<file path="src/design/sha_pkg.sv">
// Shared types, round constants and initial hash values for the SHA-256 core.
package sha_pkg;

    localparam int WORD_W  = 32;
    localparam int BUF_DEP = 16;
    localparam int BUF_AW  = $clog2(BUF_DEP);

    typedef logic [WORD_W-1:0] t_word;
    typedef t_word [7:0]       t_hash;

    typedef struct packed {
        logic load;
        logic step;
        logic use_mem;
    } t_comp_ctl;

    localparam t_hash H_INIT = {
        32'h5be0cd19, 32'h1f83d9ab, 32'h9b05688c, 32'h510e527f,
        32'ha54ff53a, 32'h3c6ef372, 32'hbb67ae85, 32'h6a09e667
    };

    localparam logic [7:0] PAD_BYTE  = 8'h80;
    localparam logic [5:0] LEN_START = 6'd56;

    function automatic t_word round_k(input logic [5:0] r);
        t_word k;
        case (r)
            6'd0:  k = 32'h428a2f98;  6'd1:  k = 32'h71374491;
            6'd2:  k = 32'hb5c0fbcf;  6'd3:  k = 32'he9b5dba5;
            6'd4:  k = 32'h3956c25b;  6'd5:  k = 32'h59f111f1;
            6'd6:  k = 32'h923f82a4;  6'd7:  k = 32'hab1c5ed5;
            6'd8:  k = 32'hd807aa98;  6'd9:  k = 32'h12835b01;
            6'd10: k = 32'h243185be;  6'd11: k = 32'h550c7dc3;
            6'd12: k = 32'h72be5d74;  6'd13: k = 32'h80deb1fe;
            6'd14: k = 32'h9bdc06a7;  6'd15: k = 32'hc19bf174;
            6'd16: k = 32'he49b69c1;  6'd17: k = 32'hefbe4786;
            6'd18: k = 32'h0fc19dc6;  6'd19: k = 32'h240ca1cc;
            6'd20: k = 32'h2de92c6f;  6'd21: k = 32'h4a7484aa;
            6'd22: k = 32'h5cb0a9dc;  6'd23: k = 32'h76f988da;
            6'd24: k = 32'h983e5152;  6'd25: k = 32'ha831c66d;
            6'd26: k = 32'hb00327c8;  6'd27: k = 32'hbf597fc7;
            6'd28: k = 32'hc6e00bf3;  6'd29: k = 32'hd5a79147;
            6'd30: k = 32'h06ca6351;  6'd31: k = 32'h14292967;
            6'd32: k = 32'h27b70a85;  6'd33: k = 32'h2e1b2138;
            6'd34: k = 32'h4d2c6dfc;  6'd35: k = 32'h53380d13;
            6'd36: k = 32'h650a7354;  6'd37: k = 32'h766a0abb;
            6'd38: k = 32'h81c2c92e;  6'd39: k = 32'h92722c85;
            6'd40: k = 32'ha2bfe8a1;  6'd41: k = 32'ha81a664b;
            6'd42: k = 32'hc24b8b70;  6'd43: k = 32'hc76c51a3;
            6'd44: k = 32'hd192e819;  6'd45: k = 32'hd6990624;
            6'd46: k = 32'hf40e3585;  6'd47: k = 32'h106aa070;
            6'd48: k = 32'h19a4c116;  6'd49: k = 32'h1e376c08;
            6'd50: k = 32'h2748774c;  6'd51: k = 32'h34b0bcb5;
            6'd52: k = 32'h391c0cb3;  6'd53: k = 32'h4ed8aa4a;
            6'd54: k = 32'h5b9cca4f;  6'd55: k = 32'h682e6ff3;
            6'd56: k = 32'h748f82ee;  6'd57: k = 32'h78a5636f;
            6'd58: k = 32'h84c87814;  6'd59: k = 32'h8cc70208;
            6'd60: k = 32'h90befffa;  6'd61: k = 32'ha4506ceb;
            6'd62: k = 32'hbef9a3f7;  6'd63: k = 32'hc67178f2;
            default: k = 32'h0;
        endcase
        return k;
    endfunction

endpackage

</file>
<file path="src/design/sha256_message_hasher_core.sv">
// Top level of the streaming SHA-256 core: byte packing, padding, control and digest output.
// Usage: one transaction is accepted per cycle while o_ready is high; a byte that
// completes a 64-byte block holds o_ready low for compression (64 rounds, one per
// cycle from the registered read port of the block buffer, then a hash-add
// state). End of message pads one byte per cycle between compressions (up to 72
// padding bytes and one or two block compressions), then presents the eight digest
// words, one per output transaction; the core is ready for the next message after word 7.
module sha256_message_hasher_core (
    input  logic        i_clk,
    input  logic        i_rst_n,
    input  logic        i_valid,
    output logic        o_ready,
    input  logic [7:0]  i_data_byte,
    input  logic        i_byte_present,
    input  logic        i_end_of_message,
    output logic        o_valid,
    input  logic        i_ready,
    output logic [31:0] o_digest_word,
    output logic [2:0]  o_word_index,
    output logic        o_last_word
);
    import sha_pkg::*;

    typedef enum logic [2:0] {S_IDLE, S_PAD, S_COMP, S_ADD, S_EMIT} t_state;

    t_state      r_state, n_state;
    t_hash       r_h;
    logic [5:0]  r_fill;
    logic [63:0] r_bits;
    logic [23:0] r_word;
    logic [6:0]  r_t;
    logic        r_eom, r_sent80, r_lenon, r_lenfin;
    logic [2:0]  r_lcnt, r_oidx;

    logic        put_en, n_sent80, n_lenon, n_lenfin;
    logic [7:0]  put_byte;
    logic [2:0]  n_lcnt;
    t_word       wdata;
    logic        we;
    t_word       rdata;
    t_hash       vars;
    t_comp_ctl   ctl;

    always_comb begin
        put_en   = 1'b0;
        put_byte = i_data_byte;
        n_sent80 = r_sent80;
        n_lenon  = r_lenon;
        n_lenfin = r_lenfin;
        n_lcnt   = r_lcnt;
        case (r_state)
            S_IDLE: begin
                put_en = i_valid && i_byte_present;
            end
            S_PAD: begin
                put_en = 1'b1;
                if (!r_sent80) begin
                    put_byte = PAD_BYTE;
                    n_sent80 = 1'b1;
                end else if (r_lenon) begin
                    put_byte = r_bits[8*(7-r_lcnt) +: 8];
                    n_lcnt   = r_lcnt + 3'd1;
                    n_lenfin = (r_lcnt == 3'd7);
                end else if (r_fill == LEN_START) begin
                    put_byte = r_bits[63:56];
                    n_lenon  = 1'b1;
                    n_lcnt   = 3'd1;
                end else begin
                    put_byte = 8'h00;
                end
            end
            S_EMIT: begin
                if (i_ready && r_oidx == 3'd7) begin
                    n_sent80 = 1'b0;
                    n_lenon  = 1'b0;
                    n_lenfin = 1'b0;
                    n_lcnt   = '0;
                end
            end
            default: begin
                put_en = 1'b0;
            end
        endcase
        wdata       = {r_word, put_byte};
        we          = put_en && (r_fill[1:0] == 2'd3);
        ctl.load    = put_en && (r_fill == 6'd63);
        ctl.step    = (r_state == S_COMP) && (r_t != 7'd0);
        ctl.use_mem = (r_t <= 7'd16);
    end

    always_comb begin
        n_state = r_state;
        case (r_state)
            S_IDLE: begin
                if (i_valid) begin
                    if (i_byte_present && r_fill == 6'd63) begin
                        n_state = S_COMP;
                    end else if (i_end_of_message) begin
                        n_state = S_PAD;
                    end
                end
            end
            S_PAD:  n_state = (r_fill == 6'd63) ? S_COMP : S_PAD;
            S_COMP: n_state = (r_t == 7'd64) ? S_ADD : S_COMP;
            S_ADD:  n_state = !r_eom ? S_IDLE : (r_lenfin ? S_EMIT : S_PAD);
            S_EMIT: n_state = (i_ready && r_oidx == 3'd7) ? S_IDLE : S_EMIT;
            default: n_state = S_IDLE;
        endcase
    end

    sha_ram u_ram (
        .i_clk   (i_clk),
        .i_we    (we),
        .i_waddr (r_fill[5:2]),
        .i_wdata (wdata),
        .i_raddr (r_t[3:0]),
        .o_rdata (rdata)
    );

    sha_comp u_comp (
        .i_clk      (i_clk),
        .i_ctl      (ctl),
        .i_round    (r_t[5:0] - 6'd1),
        .i_hash     (r_h),
        .i_mem_data (rdata),
        .o_vars     (vars)
    );

    always_ff @(posedge i_clk) begin
        if (!i_rst_n) begin
            r_state  <= S_IDLE;
            r_h      <= H_INIT;
            r_fill   <= '0;
            r_bits   <= '0;
            r_t      <= '0;
            r_eom    <= 1'b0;
            r_sent80 <= 1'b0;
            r_lenon  <= 1'b0;
            r_lenfin <= 1'b0;
            r_lcnt   <= '0;
            r_oidx   <= '0;
        end else begin
            r_state  <= n_state;
            r_sent80 <= n_sent80;
            r_lenon  <= n_lenon;
            r_lenfin <= n_lenfin;
            r_lcnt   <= n_lcnt;
            if (put_en) begin
                r_word <= wdata[23:0];
                r_fill <= r_fill + 6'd1;
            end
            if (r_state == S_IDLE && i_valid) begin
                r_eom <= i_end_of_message;
                if (i_byte_present) begin
                    r_bits <= r_bits + 64'd8;
                end
            end
            r_t <= (r_state == S_COMP) ? r_t + 7'd1 : 7'd0;
            if (r_state == S_ADD) begin
                for (int i = 0; i < 8; i++) begin
                    r_h[i] <= r_h[i] + vars[i];
                end
            end
            if (r_state == S_EMIT && i_ready) begin
                r_oidx <= r_oidx + 3'd1;
                if (r_oidx == 3'd7) begin
                    r_h    <= H_INIT;
                    r_fill <= '0;
                    r_bits <= '0;
                    r_eom  <= 1'b0;
                end
            end
        end
    end

    assign o_ready       = (r_state == S_IDLE);
    assign o_valid       = (r_state == S_EMIT);
    assign o_digest_word = r_h[r_oidx];
    assign o_word_index  = r_oidx;
    assign o_last_word   = (r_oidx == 3'd7);

    a_no_overlap: assert property (@(posedge i_clk) disable iff (!i_rst_n)
        !(o_valid && o_ready))
        else $error("input and output sides active together");

    a_last_ends: assert property (@(posedge i_clk) disable iff (!i_rst_n)
        (o_valid && i_ready && o_last_word) |=> (o_ready && r_fill == 6'd0))
        else $error("core not cleared after final digest word");

    a_round_bound: assert property (@(posedge i_clk) disable iff (!i_rst_n)
        (r_state == S_COMP && r_t == 7'd64) |=> (r_state == S_ADD))
        else $error("compression overran its round count");
endmodule

</file>
<file path="src/design/sha_ram.sv">
// Block buffer memory: one write port, one registered read port.
module sha_ram (
    input  logic                  i_clk,
    input  logic                  i_we,
    input  logic [sha_pkg::BUF_AW-1:0] i_waddr,
    input  sha_pkg::t_word        i_wdata,
    input  logic [sha_pkg::BUF_AW-1:0] i_raddr,
    output sha_pkg::t_word        o_rdata
);
    import sha_pkg::*;

    t_word r_mem [BUF_DEP];
    t_word r_rdata;

    always_ff @(posedge i_clk) begin
        if (i_we) begin
            r_mem[i_waddr] <= i_wdata;
        end
        r_rdata <= r_mem[i_raddr];
    end

    assign o_rdata = r_rdata;
endmodule

</file>
<file path="src/design/sha_comp.sv">
// Compression round unit: working variables and rolling message schedule.
module sha_comp (
    input  logic               i_clk,
    input  sha_pkg::t_comp_ctl i_ctl,
    input  logic [5:0]         i_round,
    input  sha_pkg::t_hash     i_hash,
    input  sha_pkg::t_word     i_mem_data,
    output sha_pkg::t_hash     o_vars
);
    import sha_pkg::*;

    t_hash r_v;
    t_word r_win [16];
    t_word w, s0, s1, t1, t2, w2, w15;

    function automatic t_word rotr(input t_word x, input int n);
        return (x >> n) | (x << (WORD_W - n));
    endfunction

    always_comb begin
        w2  = r_win[14];
        w15 = r_win[1];
        s1  = rotr(w2, 17) ^ rotr(w2, 19) ^ (w2 >> 10);
        s0  = rotr(w15, 7) ^ rotr(w15, 18) ^ (w15 >> 3);
        w   = i_ctl.use_mem ? i_mem_data : (s1 + r_win[9] + s0 + r_win[0]);
        t1  = r_v[7] + (rotr(r_v[4], 6) ^ rotr(r_v[4], 11) ^ rotr(r_v[4], 25))
            + ((r_v[4] & r_v[5]) ^ (~r_v[4] & r_v[6])) + round_k(i_round) + w;
        t2  = (rotr(r_v[0], 2) ^ rotr(r_v[0], 13) ^ rotr(r_v[0], 22))
            + ((r_v[0] & r_v[1]) ^ (r_v[0] & r_v[2]) ^ (r_v[1] & r_v[2]));
    end

    always_ff @(posedge i_clk) begin
        if (i_ctl.load) begin
            r_v <= i_hash;
        end else if (i_ctl.step) begin
            r_v[7] <= r_v[6];
            r_v[6] <= r_v[5];
            r_v[5] <= r_v[4];
            r_v[4] <= r_v[3] + t1;
            r_v[3] <= r_v[2];
            r_v[2] <= r_v[1];
            r_v[1] <= r_v[0];
            r_v[0] <= t1 + t2;
            for (int i = 0; i < 15; i++) begin
                r_win[i] <= r_win[i+1];
            end
            r_win[15] <= w;
        end
    end

    assign o_vars = r_v;
endmodule
</file>
<file path="config.mk">
export PLATFORM = sky130hd
export DESIGN_NAME = sha256_message_hasher_core
export DESIGN_NICKNAME = d
export VERILOG_FILES = /design/src/design/sha_pkg.sv /design/src/design/sha256_message_hasher_core.sv /design/src/design/sha_ram.sv /design/src/design/sha_comp.sv
export SDC_FILE = /design/constraint.sdc
export NUM_CORES = 2
export LEC_CHECK = 0
export BUFFER_PORTS_ARGS = -buffer_cell sky130_fd_sc_hd__buf_2
export CAP_MARGIN = 30
export CORE_MARGIN = 1.5
export CORE_UTILIZATION = 56
export DETAILED_ROUTE_END_ITERATION = 16
export PLACE_DENSITY_LB_ADDON = 0.15
export SYNTH_ARGS = -nofsm -noshare
export SYNTH_HDL_FRONTEND = slang
export SYNTH_SLANG_ARGS = --single-unit
</file>
<file path="constraint.sdc">
create_clock -name i_clk -period 18 [get_ports i_clk]
set_clock_uncertainty 0.1 [all_clocks]
set_input_delay 0.9 -clock i_clk [delete_from_list [all_inputs] [get_ports i_clk]]
set_output_delay 0.9 -clock i_clk [all_outputs]
set_load 0.005 [all_outputs]
</file>
==> results.cfg <==
[logic_synthesis]
syn_area_mm2 = 0.0899
yosysUniqueCellTypes = 92
synthCells = 7885
post_synthesis_sequential_area_ratio_pct = 51.9
ys_async_sr_fraction_pct = 0
syn_nets = 8490
post-synth-top-count-cell = sky130_fd_sc_hd__edfxtp_1
synth_area_leaders = sky130_fd_sc_hd__edfxtp_1, sky130_fd_sc_hd__dfxtp_1, sky130_fd_sc_hd__ha_1
ys_seq_elements = 1679
synth-warning-count = 0
synth_top_cell_by_area = sky130_fd_sc_hd__edfxtp_1
postSynthAreaPerCell_um2 = 11.4
synthFlopType = sky130_fd_sc_hd__edfxtp_1
fraction_of_synthesized_cell_area_taken_by_the_top_area_cell_type_pct = 43.6
synth-edff-count = 1304
synth_common_cells = sky130_fd_sc_hd__edfxtp_1, sky130_fd_sc_hd__nand2_1, sky130_fd_sc_hd__a21oi_1, sky130_fd_sc_hd__xnor2_1, sky130_fd_sc_hd__nor2_1

[setup_path]
setup.worst_path.start_class = flop
setup.worst_path.class = reg2reg
critical_path.top_delay_family = adder cells
worst-path-buf-inv = 6
crit_path_max_fanout = 68
critical_path_required_ns = 18.46
critical_path.endpoint_type = flop
critical_path.slowest_cell = sky130_fd_sc_hd__ha_2
slowest_delay_ns = 0.91
rrSetupSlack_ns = 4.50
arrival_ns = 13.96

[floorplan]
pin_count = 52
fp-row-count = 146
die-width_um = 404
die_height_um = 404
start_util_pct = 56.5
die_area_mm2 = 0.163
design.core.area_mm2 = 0.159

[clock_network]
htreeDepth = 4
clock_tree_from_tritoncts = built
cts_max_path_buffers = 3
cts-buffers-inserted = 174
ctsResizeCount = 0
number_of_sinks_handled_by_clock_tree_synthesis = 1679
ctsHoldBuffers = 0
cts_post_setup_buffers_inserted = 0
clkSlewWorstSetupHoldPaths_ns = 0.06
insertion_delay_ns = 0.83
clk_root_buffer_cell = sky130_fd_sc_hd__clkbuf_16

[global_routing]
largest_net_degree_at_the_start_of_global_routing = 229
antenna_found_initial = 3
global_route_usage_sum_pct = 30.9
grt_first_pass_wirelength_um = 377000
global_route.overflow_total = 0
first_global_vias = 58700

[detailed_routing]
dr_total_vias = 61900
drcViolationCount = 0
drtAntennaViolNets = 0
finalWirelength_um = 252000
drtIter0Drc = 7165
detail_route.wl_per_cell_um = 25.1
first_pass_iters = 6
via_count_normalized_by_instance_count = 6.17

[place]
portBuffers = 51
detailed_place.area_mm2 = 0.0923
detailedPlacementHpwl_um = 173000
place.gp.congestion = 0.955
placement_setup_slack_ns = 4.83

[power_and_ir_drop]
vdd_ir_drop_max_mv = 0.0999
switchingPower_mw = 1.66
power.density_cell_area_mw_per_mm2 = 81.7
pwr-share-clk_pct = 47.2
sequential_share_of_power_pct = 51.7
pwr-share-comb_pct = 1.0
power.share.switching_pct = 20.6
cell_internal_pwr_mw = 6.38
leakage_nw = 36.5

[sta]
slew_viol_final = 0
setup_repair_after_global_routing_missed_its_margin = false
max_freq_ghz = 0.0741
finalHoldViolations = 0
tightest_slew_ns = 1.21
setup-violations-final = 0
layout_setup_ws_ns = 4.50
setup_total_negative_slack_ns = 0
post-route-period-util_pct = 75.0
slew_headroom_pct = 19.1
fin_crit_ns = 13.50

[final_layout]
layout-drive-gt1-share_pct = 9.24
finish.instance_area_mm2 = 0.0984
filler_cell_count = 12600
area_growth_pct = 9.50
nets = 8429

[flow_run]
count_of_maximum_capacitance_violations = 0

[run_status]
outcome = completed

[min_path]
timing.hold.worst.class = in2reg
==> layout make-up <==
cell class / count / area [um^2] / area share, %
Antenna cell: 1 / 2.50 / 0.00254
Timing Repair Buffer: 146 / 1110 / 1.13
Sequential cell: 1679 / 46700 / 47.5
Clock buffer: 214 / 4660 / 4.73
Clock inverter: 106 / 1370 / 1.39
Multi-Input combinational cell: 5468 / 40600 / 41.3
Tap cell: 2072 / 2590 / 2.63
Inverter: 355 / 1340 / 1.36
==> path summary, 6_finish.rpt <==
check | depth (start not counted) | from | end
hold / removal | 3 | i_end_of_message | r_eom
setup / recovery | 44 | r_t[0] | u_comp.o_vars[31]
hold reg to reg | 0 | u_comp.r_win[0][121] | u_comp.r_win[0][89]
setup reg to reg | 44 | r_t[0] | u_comp.o_vars[31]
==> registers in the layout, indices dropped and copies added, names as in the netlist, 3 cells and up <==
signal         cells
r_word            24
u_comp.o_vars    256
r_bits            61
u_ram.o_rdata     32
r_fill             6
u_comp.r_win     512
o_word_index       3
u_ram.r_mem      512
r_lcnt             3
r_state            3
r_h              256
r_t                7
==> placed cells by master, fill, tap and decap left out, types with 62 or more instances in the layout <==
cell,n
sky130_fd_sc_hd__a21o_1,189
sky130_fd_sc_hd__a21oi_1,577
sky130_fd_sc_hd__buf_4,85
sky130_fd_sc_hd__clkbuf_16,175
sky130_fd_sc_hd__dfxtp_1,368
sky130_fd_sc_hd__edfxtp_1,1304
sky130_fd_sc_hd__fa_1,196
sky130_fd_sc_hd__ha_1,394
sky130_fd_sc_hd__inv_1,351
sky130_fd_sc_hd__mux2_2,68
sky130_fd_sc_hd__mux2i_1,136
sky130_fd_sc_hd__mux4_2,165
sky130_fd_sc_hd__nand2_1,1162
sky130_fd_sc_hd__nand2b_1,62
sky130_fd_sc_hd__nand3_1,138
sky130_fd_sc_hd__nor2_1,383
sky130_fd_sc_hd__nor3_1,80
sky130_fd_sc_hd__o211ai_1,119
sky130_fd_sc_hd__o21ai_0,354
sky130_fd_sc_hd__xnor2_1,410
sky130_fd_sc_hd__xor2_1,210
==> power by group through the flow <==
| stage | Combinational, mW | Sequential, mW | Clock (mW) |
|---|---|---|---|
| after global routing | 0.0907 | 4.16 | 4.00 |
| after detailed placement | 0.0824 | 4.24 | 0 |
| after CTS | 0.0827 | 4.16 | 3.86 |
| after floorplan | 0.0553 | 4.24 | 0 |
| after global placement | 0.0807 | 4.24 | 0 |
| final | 0.0832 | 4.16 | 3.80 |
==> kinds of logic (layout without fill, tap and decap cells) <==
kind of cell / Yosys count / count (layout) / synth area share [%]
mux: 369 / 369 / 6.50
other cells: 0 / 1 / 0
xor+xnor: 625 / 625 / 6.11
fa+ha+maj: 608 / 608 / 10.1
buf+inv: 738 / 821 / 3.09
compound gates: 1732 / 1732 / 12.0
flops: 1679 / 1679 / 51.9
simple gates: 2134 / 2134 / 10.3
==> metal layers <==
layer	GRT usage, %	part of all wire, %	wire, um
met5	0	0	0
met4	9.06	2.9	7260
met3	5.73	8.4	21300
met2	45.7	44	111000
met1	46.3	45	112000
==> metrics by stage <==
stage          power (mW)  cells  utilization (%)  hold slack, ns
2_1_floorplan        4.29   7885                -           0.300
3_3_place_gp         4.32   9713             58.0           0.300
3_5_place_dp         4.32   9717             58.1           0.305
4_1_cts              8.10  10000             61.9           0.195
5_1_grt              8.25  10000             61.9           0.217
6_report             8.04  10000             61.9           0.238
==> worst min-delay path: stages <==
cell and delay [ns]:
sky130_fd_sc_hd__buf_2 0.10, sky130_fd_sc_hd__nand3_1 0.07, sky130_fd_sc_hd__a21oi_1 0.05
(Power assumes the default switching activity.)
